$ cat src/hw/rtl/wsd_pkg.sv
// Shared types, constants and helpers for the winch stall detector.
package wsd_pkg;

    localparam int WINDOW    = 10;
    localparam int POS_W     = 12;
    localparam int CHANGE_W  = POS_W + 1;
    localparam int OUT_SUM_W = 17;
    localparam int SPEED_W   = 7;
    localparam int BLANK_W   = 8;
    localparam int CFG_IDX_W = 2;
    localparam int CFG_W     = 17;

    localparam int NEED_SUM_W = $clog2(WINDOW * ((1 << CHANGE_W) - 2) + 1);
    localparam int SUM_W      = (NEED_SUM_W > OUT_SUM_W) ? NEED_SUM_W : OUT_SUM_W;
    localparam int FILL_W     = $clog2(WINDOW + 1);
    localparam int IDX_W      = $clog2(WINDOW);

    localparam logic [OUT_SUM_W-1:0] OUT_SUM_MAX = '1;
    localparam logic [BLANK_W-1:0]   TICK_MAX    = '1;

    typedef enum logic [2:0] {
        CMD_IDLE  = 3'd0,
        CMD_DRIVE = 3'd1,
        CMD_STALL = 3'd2,
        CMD_DONE  = 3'd3,
        CMD_ABORT = 3'd4
    } cmd_t;

    typedef enum logic [CFG_IDX_W-1:0] {
        REG_STALL_THRESHOLD = 2'd0,
        REG_HANG_HEIGHT     = 2'd1,
        REG_BLANK_TICKS     = 2'd2,
        REG_DRIVE_LEVEL     = 2'd3
    } cfg_reg_t;

    localparam logic [16:0]        RST_STALL_THRESHOLD = 17'd50;
    localparam logic [POS_W-1:0]   RST_HANG_HEIGHT     = 12'd900;
    localparam logic [BLANK_W-1:0] RST_BLANK_TICKS     = 8'd40;
    localparam logic [SPEED_W-1:0] RST_DRIVE_LEVEL     = 7'd127;

    // window update request from the control path
    typedef struct packed {
        logic                push;
        logic                clear;
        logic [CHANGE_W-1:0] change;
    } win_ctl_t;

    // current window contents and the preview of a push
    typedef struct packed {
        logic [SUM_W-1:0] sum;
        logic             full;
        logic [SUM_W-1:0] push_sum;
        logic             push_full;
    } win_stat_t;

    function automatic logic [POS_W-1:0] abs_diff(input logic [POS_W-1:0] a,
                                                  input logic [POS_W-1:0] b);
        abs_diff = (a > b) ? (a - b) : (b - a);
    endfunction

    function automatic logic [OUT_SUM_W-1:0] sat_sum(input logic [SUM_W-1:0] s);
        if (s > SUM_W'(OUT_SUM_MAX)) begin
            sat_sum = OUT_SUM_MAX;
        end
        else begin
            sat_sum = s[OUT_SUM_W-1:0];
        end
    endfunction

endpackage

$ cat src/hw/rtl/wsd_window.sv
// Sliding window of position changes with a running sum.
module wsd_window (
    input  logic              clk,
    input  logic              rst_n,
    input  wsd_pkg::win_ctl_t ctl,
    output wsd_pkg::win_stat_t stat
);

    logic [wsd_pkg::CHANGE_W-1:0] entry_reg [wsd_pkg::WINDOW];
    logic [wsd_pkg::IDX_W-1:0]    idx_reg, idx_next;
    logic [wsd_pkg::FILL_W-1:0]   fill_reg, fill_next;
    logic [wsd_pkg::SUM_W-1:0]    sum_reg, sum_next;

    logic                         full_now;
    logic [wsd_pkg::CHANGE_W-1:0] oldest;
    logic [wsd_pkg::FILL_W-1:0]   push_fill;
    logic [wsd_pkg::SUM_W-1:0]    push_sum;

    assign full_now  = (fill_reg == wsd_pkg::FILL_W'(wsd_pkg::WINDOW));
    // the oldest entry drops out only once the window is full
    assign oldest    = full_now ? entry_reg[idx_reg] : '0;
    assign push_sum  = sum_reg - wsd_pkg::SUM_W'(oldest) + wsd_pkg::SUM_W'(ctl.change);
    assign push_fill = full_now ? fill_reg : fill_reg + 1'b1;

    assign stat.sum       = sum_reg;
    assign stat.full      = full_now;
    assign stat.push_sum  = push_sum;
    assign stat.push_full = (push_fill == wsd_pkg::FILL_W'(wsd_pkg::WINDOW));

    always_comb
    begin
        idx_next  = idx_reg;
        fill_next = fill_reg;
        sum_next  = sum_reg;
        if (ctl.clear) begin
            idx_next  = '0;
            fill_next = '0;
            sum_next  = '0;
        end
        else if (ctl.push) begin
            idx_next  = (idx_reg == wsd_pkg::IDX_W'(wsd_pkg::WINDOW - 1)) ?
                        '0 : idx_reg + 1'b1;
            fill_next = push_fill;
            sum_next  = push_sum;
        end
    end

    always_ff @(posedge clk or negedge rst_n)
    begin
        if (!rst_n) begin
            idx_reg  <= '0;
            fill_reg <= '0;
            sum_reg  <= '0;
        end
        else begin
            idx_reg  <= idx_next;
            fill_reg <= fill_next;
            sum_reg  <= sum_next;
        end
    end

    always_ff @(posedge clk)
    begin
        if (ctl.push && !ctl.clear) begin
            entry_reg[idx_reg] <= ctl.change;
        end
    end

endmodule

$ cat src/hw/rtl/winch_stall_detector_top.sv
// Winch stall detector top level: control decisions, config and result register.
//
//  channel | signals                                         | dir
//  --------+-------------------------------------------------+-----
//  in      | in_valid, in_ready, action, left_pos, right_pos,| in
//          | abort_request                                   |
//  out     | out_valid, out_ready, command, motor_speed,     | out
//          | window_sum, window_full                         |
//  cfg     | cfg_we, cfg_index, cfg_data                     | in
//
// One item per cycle while the output register is empty or being drained; each item's
// result passes the single compare/add path through the window into the output register.
// in_ready is high whenever the output register is empty or being drained,
// so a stalled consumer holds off input only while a result waits.
// Reset loads config defaults, clears the window count and sum, and goes inactive.
module winch_stall_detector_top (
    input  logic                           clk,
    input  logic                           rst_n,
    input  logic                           in_valid,
    output logic                           in_ready,
    input  logic                           action,
    input  logic [wsd_pkg::POS_W-1:0]      left_pos,
    input  logic [wsd_pkg::POS_W-1:0]      right_pos,
    input  logic                           abort_request,
    output logic                           out_valid,
    input  logic                           out_ready,
    output logic [2:0]                     command,
    output logic [wsd_pkg::SPEED_W-1:0]    motor_speed,
    output logic [wsd_pkg::OUT_SUM_W-1:0]  window_sum,
    output logic                           window_full,
    input  logic                           cfg_we,
    input  logic [wsd_pkg::CFG_IDX_W-1:0]  cfg_index,
    input  logic [wsd_pkg::CFG_W-1:0]      cfg_data
);

    logic [16:0]                   thresh_reg;
    logic [wsd_pkg::POS_W-1:0]     height_reg;
    logic [wsd_pkg::BLANK_W-1:0]   blank_reg;
    logic [wsd_pkg::SPEED_W-1:0]   level_reg;

    logic [wsd_pkg::POS_W-1:0]     prev_left_reg, prev_left_next;
    logic [wsd_pkg::POS_W-1:0]     prev_right_reg, prev_right_next;
    logic [wsd_pkg::BLANK_W-1:0]   tick_reg, tick_next;
    logic                          active_reg, active_next;

    logic                          out_valid_reg, out_valid_next;
    wsd_pkg::cmd_t                 cmd_reg, cmd_next;
    logic [wsd_pkg::SPEED_W-1:0]   speed_reg, speed_next;
    logic [wsd_pkg::OUT_SUM_W-1:0] wsum_reg, wsum_next;
    logic                          wfull_reg, wfull_next;

    wsd_pkg::win_ctl_t             win_ctl;
    wsd_pkg::win_stat_t            win_stat;

    logic accept;
    logic is_start, do_abort, do_done, run, pushing, stalled;

    assign in_ready = !out_valid_reg || out_ready;
    assign accept   = in_valid && in_ready;

    assign is_start = !action;
    assign do_abort = action && active_reg && abort_request;
    assign do_done  = action && active_reg && !abort_request &&
                      (left_pos < height_reg) && (right_pos < height_reg);
    assign run      = action && active_reg && !abort_request && !do_done;
    assign pushing  = run && (tick_reg > blank_reg);
    assign stalled  = pushing && win_stat.push_full &&
                      (win_stat.push_sum < wsd_pkg::SUM_W'(thresh_reg));

    assign win_ctl.push   = accept && pushing;
    assign win_ctl.clear  = accept && (is_start || stalled);
    assign win_ctl.change = wsd_pkg::CHANGE_W'(wsd_pkg::abs_diff(prev_left_reg, left_pos)) +
                            wsd_pkg::CHANGE_W'(wsd_pkg::abs_diff(prev_right_reg, right_pos));

    wsd_window u_window (
        .clk   (clk),
        .rst_n (rst_n),
        .ctl   (win_ctl),
        .stat  (win_stat)
    );

    always_comb
    begin
        prev_left_next  = prev_left_reg;
        prev_right_next = prev_right_reg;
        tick_next       = tick_reg;
        active_next     = active_reg;
        out_valid_next  = out_valid_reg && !out_ready;
        cmd_next        = cmd_reg;
        speed_next      = speed_reg;
        wsum_next       = wsum_reg;
        wfull_next      = wfull_reg;

        if (accept) begin
            out_valid_next = 1'b1;
            cmd_next       = wsd_pkg::CMD_IDLE;
            speed_next     = '0;
            wsum_next      = wsd_pkg::sat_sum(win_stat.sum);
            wfull_next     = win_stat.full;

            if (is_start) begin
                prev_left_next  = left_pos;
                prev_right_next = right_pos;
                tick_next       = '0;
                active_next     = 1'b1;
                wsum_next       = '0;
                wfull_next      = 1'b0;
            end
            else if (do_abort) begin
                cmd_next    = wsd_pkg::CMD_ABORT;
                active_next = 1'b0;
            end
            else if (do_done) begin
                cmd_next    = wsd_pkg::CMD_DONE;
                active_next = 1'b0;
            end
            else if (stalled) begin
                // window restarts; positions and tick count stay
                cmd_next   = wsd_pkg::CMD_STALL;
                wsum_next  = '0;
                wfull_next = 1'b0;
            end
            else if (run) begin
                cmd_next        = wsd_pkg::CMD_DRIVE;
                speed_next      = level_reg;
                prev_left_next  = left_pos;
                prev_right_next = right_pos;
                if (tick_reg != wsd_pkg::TICK_MAX) begin
                    tick_next = tick_reg + 1'b1;
                end
                if (pushing) begin
                    wsum_next  = wsd_pkg::sat_sum(win_stat.push_sum);
                    wfull_next = win_stat.push_full;
                end
            end
        end
    end

    always_ff @(posedge clk or negedge rst_n)
    begin
        if (!rst_n) begin
            thresh_reg <= wsd_pkg::RST_STALL_THRESHOLD;
            height_reg <= wsd_pkg::RST_HANG_HEIGHT;
            blank_reg  <= wsd_pkg::RST_BLANK_TICKS;
            level_reg  <= wsd_pkg::RST_DRIVE_LEVEL;
        end
        else if (cfg_we) begin
            unique case (wsd_pkg::cfg_reg_t'(cfg_index))
                wsd_pkg::REG_STALL_THRESHOLD: thresh_reg <= cfg_data[16:0];
                wsd_pkg::REG_HANG_HEIGHT:     height_reg <= cfg_data[wsd_pkg::POS_W-1:0];
                wsd_pkg::REG_BLANK_TICKS:     blank_reg  <= cfg_data[wsd_pkg::BLANK_W-1:0];
                wsd_pkg::REG_DRIVE_LEVEL:     level_reg  <= cfg_data[wsd_pkg::SPEED_W-1:0];
                default:                      thresh_reg <= thresh_reg;
            endcase
        end
    end

    always_ff @(posedge clk or negedge rst_n)
    begin
        if (!rst_n) begin
            prev_left_reg  <= '0;
            prev_right_reg <= '0;
            tick_reg       <= '0;
            active_reg     <= 1'b0;
            out_valid_reg  <= 1'b0;
        end
        else begin
            prev_left_reg  <= prev_left_next;
            prev_right_reg <= prev_right_next;
            tick_reg       <= tick_next;
            active_reg     <= active_next;
            out_valid_reg  <= out_valid_next;
        end
    end

    always_ff @(posedge clk)
    begin
        cmd_reg   <= cmd_next;
        speed_reg <= speed_next;
        wsum_reg  <= wsum_next;
        wfull_reg <= wfull_next;
    end

    assign out_valid   = out_valid_reg;
    assign command     = cmd_reg;
    assign motor_speed = speed_reg;
    assign window_sum  = wsum_reg;
    assign window_full = wfull_reg;

endmodule

$ cat config.mk
export PLATFORM = sky130hd
export DESIGN_NAME = winch_stall_detector_top
export DESIGN_NICKNAME = d
export VERILOG_FILES = /design/src/hw/rtl/wsd_pkg.sv /design/src/hw/rtl/wsd_window.sv /design/src/hw/rtl/winch_stall_detector_top.sv
export SDC_FILE = /design/constraint.sdc
export NUM_CORES = 1
export LEC_CHECK = 0
export ABC_AREA = 1
export BUFFER_PORTS_ARGS = -buffer_cell sky130_fd_sc_hd__buf_2
export CAP_MARGIN = 20
export CORE_MARGIN = 2
export CORE_UTILIZATION = 58
export CTS_BUF_LIST = sky130_fd_sc_hd__clkbuf_4 sky130_fd_sc_hd__clkbuf_8
export DETAILED_ROUTE_END_ITERATION = 6
export PLACE_DENSITY = 0.81
export REMOVE_ABC_BUFFERS = 1
export SLEW_MARGIN = 20
export SYNTH_ARGS = -nofsm -noshare
export SYNTH_HDL_FRONTEND = slang
export SYNTH_SLANG_ARGS = --single-unit
export TNS_END_PERCENT = 5
$ cat constraint.sdc
create_clock -name clk -period 6.6 [get_ports clk]
set_input_delay 0.66 -clock clk [delete_from_list [all_inputs] [get_ports clk]]
set_output_delay 0.66 -clock clk [all_outputs]
set_load 0.02 [all_outputs]
==> flow_summary_export.csv, run 1 <==
group,metric,value,unit
detailed_routing,avgRoutedWirePerCell,19.70,microns
critical_path,crit_path_top_delay_cell,"fa_1",
critical_path,crit_top_cell,"nand2_1",
logic_synthesis,yosys.cell_types.count,50,
critical_path,rrSetupSlack,-710,ps
cts,cts_buffers,43,
worst_hold_path,hold_path.class,"in -> async",
cts,clk_path_buf_depth,3,
critical_path,critPathMaxFanout,7,
critical_path,r2r_end,"prev_right_reg[8]",
sta,slew_headroom,0.2690,
logic_synthesis,synth_top_family_by_area,"simple AND/OR/NAND/NOR gates",
layout,syn_to_final_growth,31.72,%
critical_path,reg2reg_depth,44,
sta,worstMarginPinSlew,1094,ps
layout,fin_area,21190,sq um
floorplan,dieArea,29080,sq um
logic_synthesis,synth-seq-cells,261,
cts,worst_skew_pair.late_latency,600,ps
logic_synthesis,netlist_area,16080,sq um
status,status,"complete, but fails checks",
sta,setup_viol,214,
logic_synthesis,synth-compound-area-share,0.1343,
detailed_routing,viasPerCell,5.932,
logic_synthesis,synth_xor_area_frac,0.03322,
detailed_routing,dr.pass1.iters,7,
status,violations,"DRC, setup timing",
cts,cts_tree,"yes",
place,gp_congestion,0.9288,
critical_path,startpoint_type,"flop",
global_route,grt_pass1_wl,74730,microns
global_route,gr-usage-all-layers,0.3284,
logic_synthesis,ys_warn_count,0,
sta,post-route-period-util,1.107,
floorplan,initial_core_util,0.5935,
global_route,grt_overflow,0,
global_route,antenna_found_initial,0,
detailed_routing,ant_nets,0,
floorplan,coreArea,27100,sq um
sta,layout_min_cycle_time,7307,ps
detailed_routing,num_vias,15624,
critical_path,worstSetupPathType,"reg -> reg",
place,placed_cells,2527,
layout,largest_reg_flops,130,
layout,nets,2425,
place,io_buffers,79,
floorplan,die_h,170.5,microns
cts,cts_sinks,261,
logic_synthesis,netlist.area_leader.share,0.2950,
floorplan,num_rows,60,
critical_path,crit_arrival,7810,ps
place,placed_cell_area,18920,sq um
logic_synthesis,ys_top_cells_by_area,"edfxtp_1 (29%), dfrtp_1 (14%), ha_1 (9.9%), nand2_1 (8.9%), inv_1 (7.2%)",
floorplan,die_w,170.5,microns
cts,clk_pin_slew,60,ps
layout,final_layout_size_suffix_gt1_frac,0.3143,
logic_synthesis,synth_adder_area_share,0.1212,
logic_synthesis,seq_area_frac_synth,0.4565,
critical_path,critPathRequiredTime,7110,ps
critical_path,regToRegStartpoint,"prev_left_reg[2]",
sta,hold_viol_final,0,
layout,instances_no_fill,2634,
logic_synthesis,syn-instance-count,1839,
global_route,grt_pass1_vias,15126,
sta,fmax,136.9,MHz
cts,cts_max_level,2,
floorplan,pin_count,80,
sta,hold_ws,18.05,ps
sta,finalMaxSlewViolations,0,
logic_synthesis,yosys.area_share.simple,0.1641,
layout,diodes,0,
layout,final_core_util,0.7817,
place,dp_hpwl,32670,microns
cts,cts_root_buf,"clkbuf_8",
cts,cts-hold-fix-buffers,0,
global_route,grt_max_degree,73,
logic_synthesis,syn_area_per_cell,8.746,sq um
detailed_routing,drtIter0Drc,1831,
critical_path,end_kind,"flop",
detailed_routing,drc_errors,4,
sta,rsz0062_at_grt,"yes",
sta,timing.final.ws_setup,-706.7,ps
detailed_routing,wl,51890,microns
logic_synthesis,yosysTopAreaCell,"edfxtp_1",
flow_run,maxCapViolCount,0,
logic_synthesis,synth.area.mux_share,0,
critical_path,cpPeakStageDelay,500,ps
sta,skew,27.00,ps
cell families (layout without fill, tap and decap cells):
| group | count (synthesis) | in the layout |
|---|---|---|
| compound gates | 368 | 368 |
| xor+xnor | 61 | 61 |
| fa+ha+maj | 145 | 145 |
| buf+inv | 370 | 793 |
| flops | 261 | 261 |
| simple gates | 634 | 634 |
area by class of cell:
class,instances,area [sq um]
Inverter,317,1190
Fill cell,1582,5916
Tap cell,372,465.4
Clock buffer,57,709.4
Clock inverter,20,241.5
Timing Repair Buffer,399,3009
Sequential cell,261,7342
Multi-Input combinational cell,1208,8228
synth_stat cells (all sizes together):
library cell and instances:
xnor2 9, clkinv 2, nand3 70, o21ai 157, a21boi 2, dfrtp 87, fa 18, nand3b 2
nor3b 1, a31oi 7, nand2 395, o21a 3, and2 1, ha 127, and3 1, a21o 4
o31ai 3, xor2 52, nor3 20, o211ai 2, a22oi 52, a221oi 5, nor2 124, edfxtp 158
dfstp 16, inv 315, a211oi 1, buf 25, o2111ai 3, nor4 3, o21bai 10, a21oi 119
nand4 17, clkbuf 28
metrics by stage:
stage / setup WS [ps] / setup TNS (ps)
after floorplan: -1913 / -289550
after global placement: -715.2 / -126250
after detailed placement: -944.8 / -168060
after CTS: -6.281 / -6.281
after global routing: -1019 / -170950
final: -706.7 / -106330
worst max-delay path: cells and delay by family (launching register included):
kind / cells / cell delay, ps
AO/OA/AOI/OAI: 9 / 1670
adder cells (fa/ha/maj): 5 / 1660
flip-flops: 1 / 390
XOR/XNOR: 2 / 320
buffers and inverters: 12 / 1320
AND/OR/NAND/NOR: 16 / 1830
metal layers:
metal	vias up	part of all wire	track usage
met2	1098	0.48	0.5696
met3	321	0.092	0.05737
li1	6855	-	-
met4	0	0.067	0.1713
met1	7350	0.36	0.3919
met5	-	0	0
cells in the final DEF (no fill, tap or decap), drive strengths merged:
cell      count
bufinv        5
fa           18
o211ai        2
clkbuf       58
and3          1
clkinvlp      1
edfxtp      158
a31oi         7
and2          1
nor2        124
a21o          4
a22oi        52
clkinv       13
dfrtp        87
nor3b         1
o21ai       157
a221oi        5
inv         318
nand4        17
nand3        70
a21oi       119
dfstp        16
o31ai         3
ha          127
a21boi        2
nand3b        2
o21a          3
o21bai       10
buf         398
xnor2         9
o2111ai       3
nor3         20
xor2         52
nand2       395
nor4          3
a211oi        1
repair_timing:
item                                   4_1_cts  5_1_grt
gates resized for setup                    139      146
endpoints found under the hold margin        0        0
pin swaps                                   46       47
setup buffers                               14       18
cloned                                       0        1
setup endpoints to repair                  214      214
worst max path at each step:
stage	start	to	slack [ps]	cells past startpoint
2_1_floorplan	left_pos[5]	u_window.entry_reg[2][0]	-1910	42
3_3_place_gp	left_pos[5]	u_window.entry_reg[0][12]	-720	44
3_5_place_dp	right_pos[0]	u_window.entry_reg[0][8]	-940	48
4_1_cts	prev_right_reg[0]	motor_speed[0]	-6	47
5_1_grt	prev_right_reg[0]	prev_right_reg[8]	-1020	44
6_report	prev_left_reg[2]	prev_right_reg[8]	-710	44
Power of run 1 is not shown: default switching activity piles up to over one toggle a cycle in this logic, so the estimate is an artifact.
==> run 2: changes to the inputs <==
Settings changed: BUFFER_PORTS_ARGS -buffer_cell sky130_fd_sc_hd__buf_2 to not set, CORE_UTILIZATION 58 to 60, DONT_BUFFER_PORTS set to 1.
==> flow_summary_export.csv, run 2 (same netlist as run 1, synthesis figures left out) <==
group,metric,value,unit
global_route,grt_overflow,0,
layout,nets,2347,
floorplan,die_h,167.7,microns
worst_hold_path,hold_path.class,"in -> async",
cts,worst_skew_pair.late_latency,590,ps
critical_path,crit_path_top_delay_cell,"fa_1",
critical_path,end_kind,"flop",
detailed_routing,ant_nets,0,
sta,hold_ws,1.010,ps
sta,skew,33.70,ps
critical_path,cpPeakStageDelay,540,ps
detailed_routing,drc_errors,2,
layout,fin_area,20850,sq um
global_route,antenna_found_initial,0,
detailed_routing,avgRoutedWirePerCell,20.30,microns
detailed_routing,dr.pass1.iters,7,
floorplan,num_rows,59,
critical_path,critPathTopFamily,"simple AND/OR/NAND/NOR gates",
flow_run,maxCapViolCount,0,
layout,nFillCells,1463,
sta,rsz0062_at_grt,"yes",
global_route,grt_max_degree,104,
sta,finalMaxSlewViolations,0,
cts,cts_root_buf,"clkbuf_8",
sta,setup_viol,214,
global_route,gr-usage-all-layers,0.3353,
layout,final_common_cell,"nand2_1",
critical_path,reg2reg_depth,48,
place,placed_cell_area,18420,sq um
critical_path,startpoint,"prev_left_reg[5]",
sta,timing.final.ws_setup,-429.3,ps
sta,layout_min_cycle_time,7029,ps
detailed_routing,drtIter0Drc,1724,
sta,tns,-65020,ps
layout,syn_to_final_growth,29.61,%
critical_path,path_buf_inv,10,
floorplan,die_w,167.7,microns
detailed_routing,wl,51170,microns
status,violations,"DRC, setup timing",
sta,hold_viol_final,0,
sta,worstMarginPinSlew,974.2,ps
detailed_routing,viasPerCell,5.984,
cts,cts_buffers,43,
cts,cts_max_level,2,
critical_path,startpoint_type,"flop",
cts,cts_sinks,261,
critical_path,crit_top_cell,"nand2_2",
critical_path,crit_arrival,7310,ps
floorplan,coreArea,26210,sq um
cts,cts_tree,"yes",
layout,final_cell_mix,"nand2_1 (336), buf_4 (285), inv_1 (283)",
detailed_routing,num_vias,15086,
sta,post-route-period-util,1.065,
floorplan,dieArea,28130,sq um
critical_path,critPathRequiredTime,6880,ps
critical_path,rrSetupSlack,-430,ps
critical_path,r2r_end,"u_window.entry_reg[3][7]",
layout,diodes,0,
critical_path,regToRegStartpoint,"prev_left_reg[5]",
critical_path,worstSetupPathType,"reg -> reg",
cts,clk_pin_slew,70,ps
global_route,grt_pass1_vias,14852,
sta,slew_headroom,0.3487,
status,status,"complete, but fails checks",
place,io_buffers,0,
floorplan,initial_core_util,0.6138,
global_route,grt_pass1_wl,74690,microns
place,dp_hpwl,31980,microns
floorplan,pin_count,80,
layout,largest_reg_flops,130,
cts,clk_path_buf_depth,3,
place,gp_congestion,0.9192,
sta,fmax,142.3,MHz
critical_path,critPathMaxFanout,6,
layout,final_layout_size_suffix_gt1_frac,0.2946,
==> run 2: cell types whose count changed in the layout (fill, tap and decap cells not counted), moves of 5 or more <==
cell / before / now
buf_2: 78 / 0
a21oi_2: 30 / 20
o21ai_2: 25 / 19
a21oi_1: 86 / 92
clkbuf_4: 12 / 18
o21ai_0: 95 / 113
nand2_4: 13 / 8
nand2_2: 38 / 48
clkinv_1: 10 / 4
nand2_1: 343 / 336
o21ai_1: 35 / 22
nor2_2: 18 / 13
==> run 2: area by class of cell <==
cell class / instances / area (sq um) / share of cell area
multi-input cells: 1208 / 8290 / 0.3977
flip-flops and latches: 261 / 7342 / 0.3522
repair buffers: 321 / 2644 / 0.1268
inverters: 317 / 1196 / 0.05738
clock buffers: 65 / 782.0 / 0.03751
well taps: 335 / 419.2 / 0.02011
clock inverters: 14 / 173.9 / 0.008342
==> run 2: how the worst max path moves through the flow <==
| stage | endpoint | depth (start not counted) |
|---|---|---|
| after floorplan | u_window.entry_reg[2][0] | 42 |
| after global placement | command[0] | 46 |
| after detailed placement | u_window.entry_reg[8][1] | 46 |
| after CTS | u_window.entry_reg[5][11] | 51 |
| after global routing | u_window.sum_reg[4] | 49 |
| final | u_window.entry_reg[3][7] | 48 |
==> run 2: timing repair <==
item                                   4_1_cts  5_1_grt
setup endpoints to repair                  214      214
endpoints found under the hold margin      103        0
setup buffers                               29        9
cloned                                       1        1
hold buffers                                 1        0
gates resized for setup                    153      120
pin swaps                                   75       81
==> run 2: worst reg2reg max path: cells and delay by family (launching register included) <==
family,cells,cell delay (ps)
AOI/OAI and AO/OA,5,580
adders and majority gates,5,1740
buffers and inverters,10,1030
DFF,1,430
and+or+nand+nor,28,2960
==> run 2: routing by layer <==
layer,vias up,GRT usage,routed length (microns)
li1,6705,-,-
met1,7079,0.3980,18190
met2,998,0.5878,24690
met3,304,0.05932,4754
met4,0,0.1701,3536
met5,-,0,0
==> run 2: metrics by stage <==
| step | utilization | setup WS (ps) | std cells |
|---|---|---|---|
| 2_1_floorplan | - | -1913 | 1786 |
| 3_5_place_dp | 0.7027 | -980.7 | 2403 |
| 6_report | 0.7955 | -429.3 | 2521 |
| 4_1_cts | 0.7742 | -113.2 | 2513 |
| 5_1_grt | 0.7955 | -676.3 | 2521 |
| 3_3_place_gp | 0.7027 | -676.2 | 2403 |
Power of run 2 is left out for the same reason.
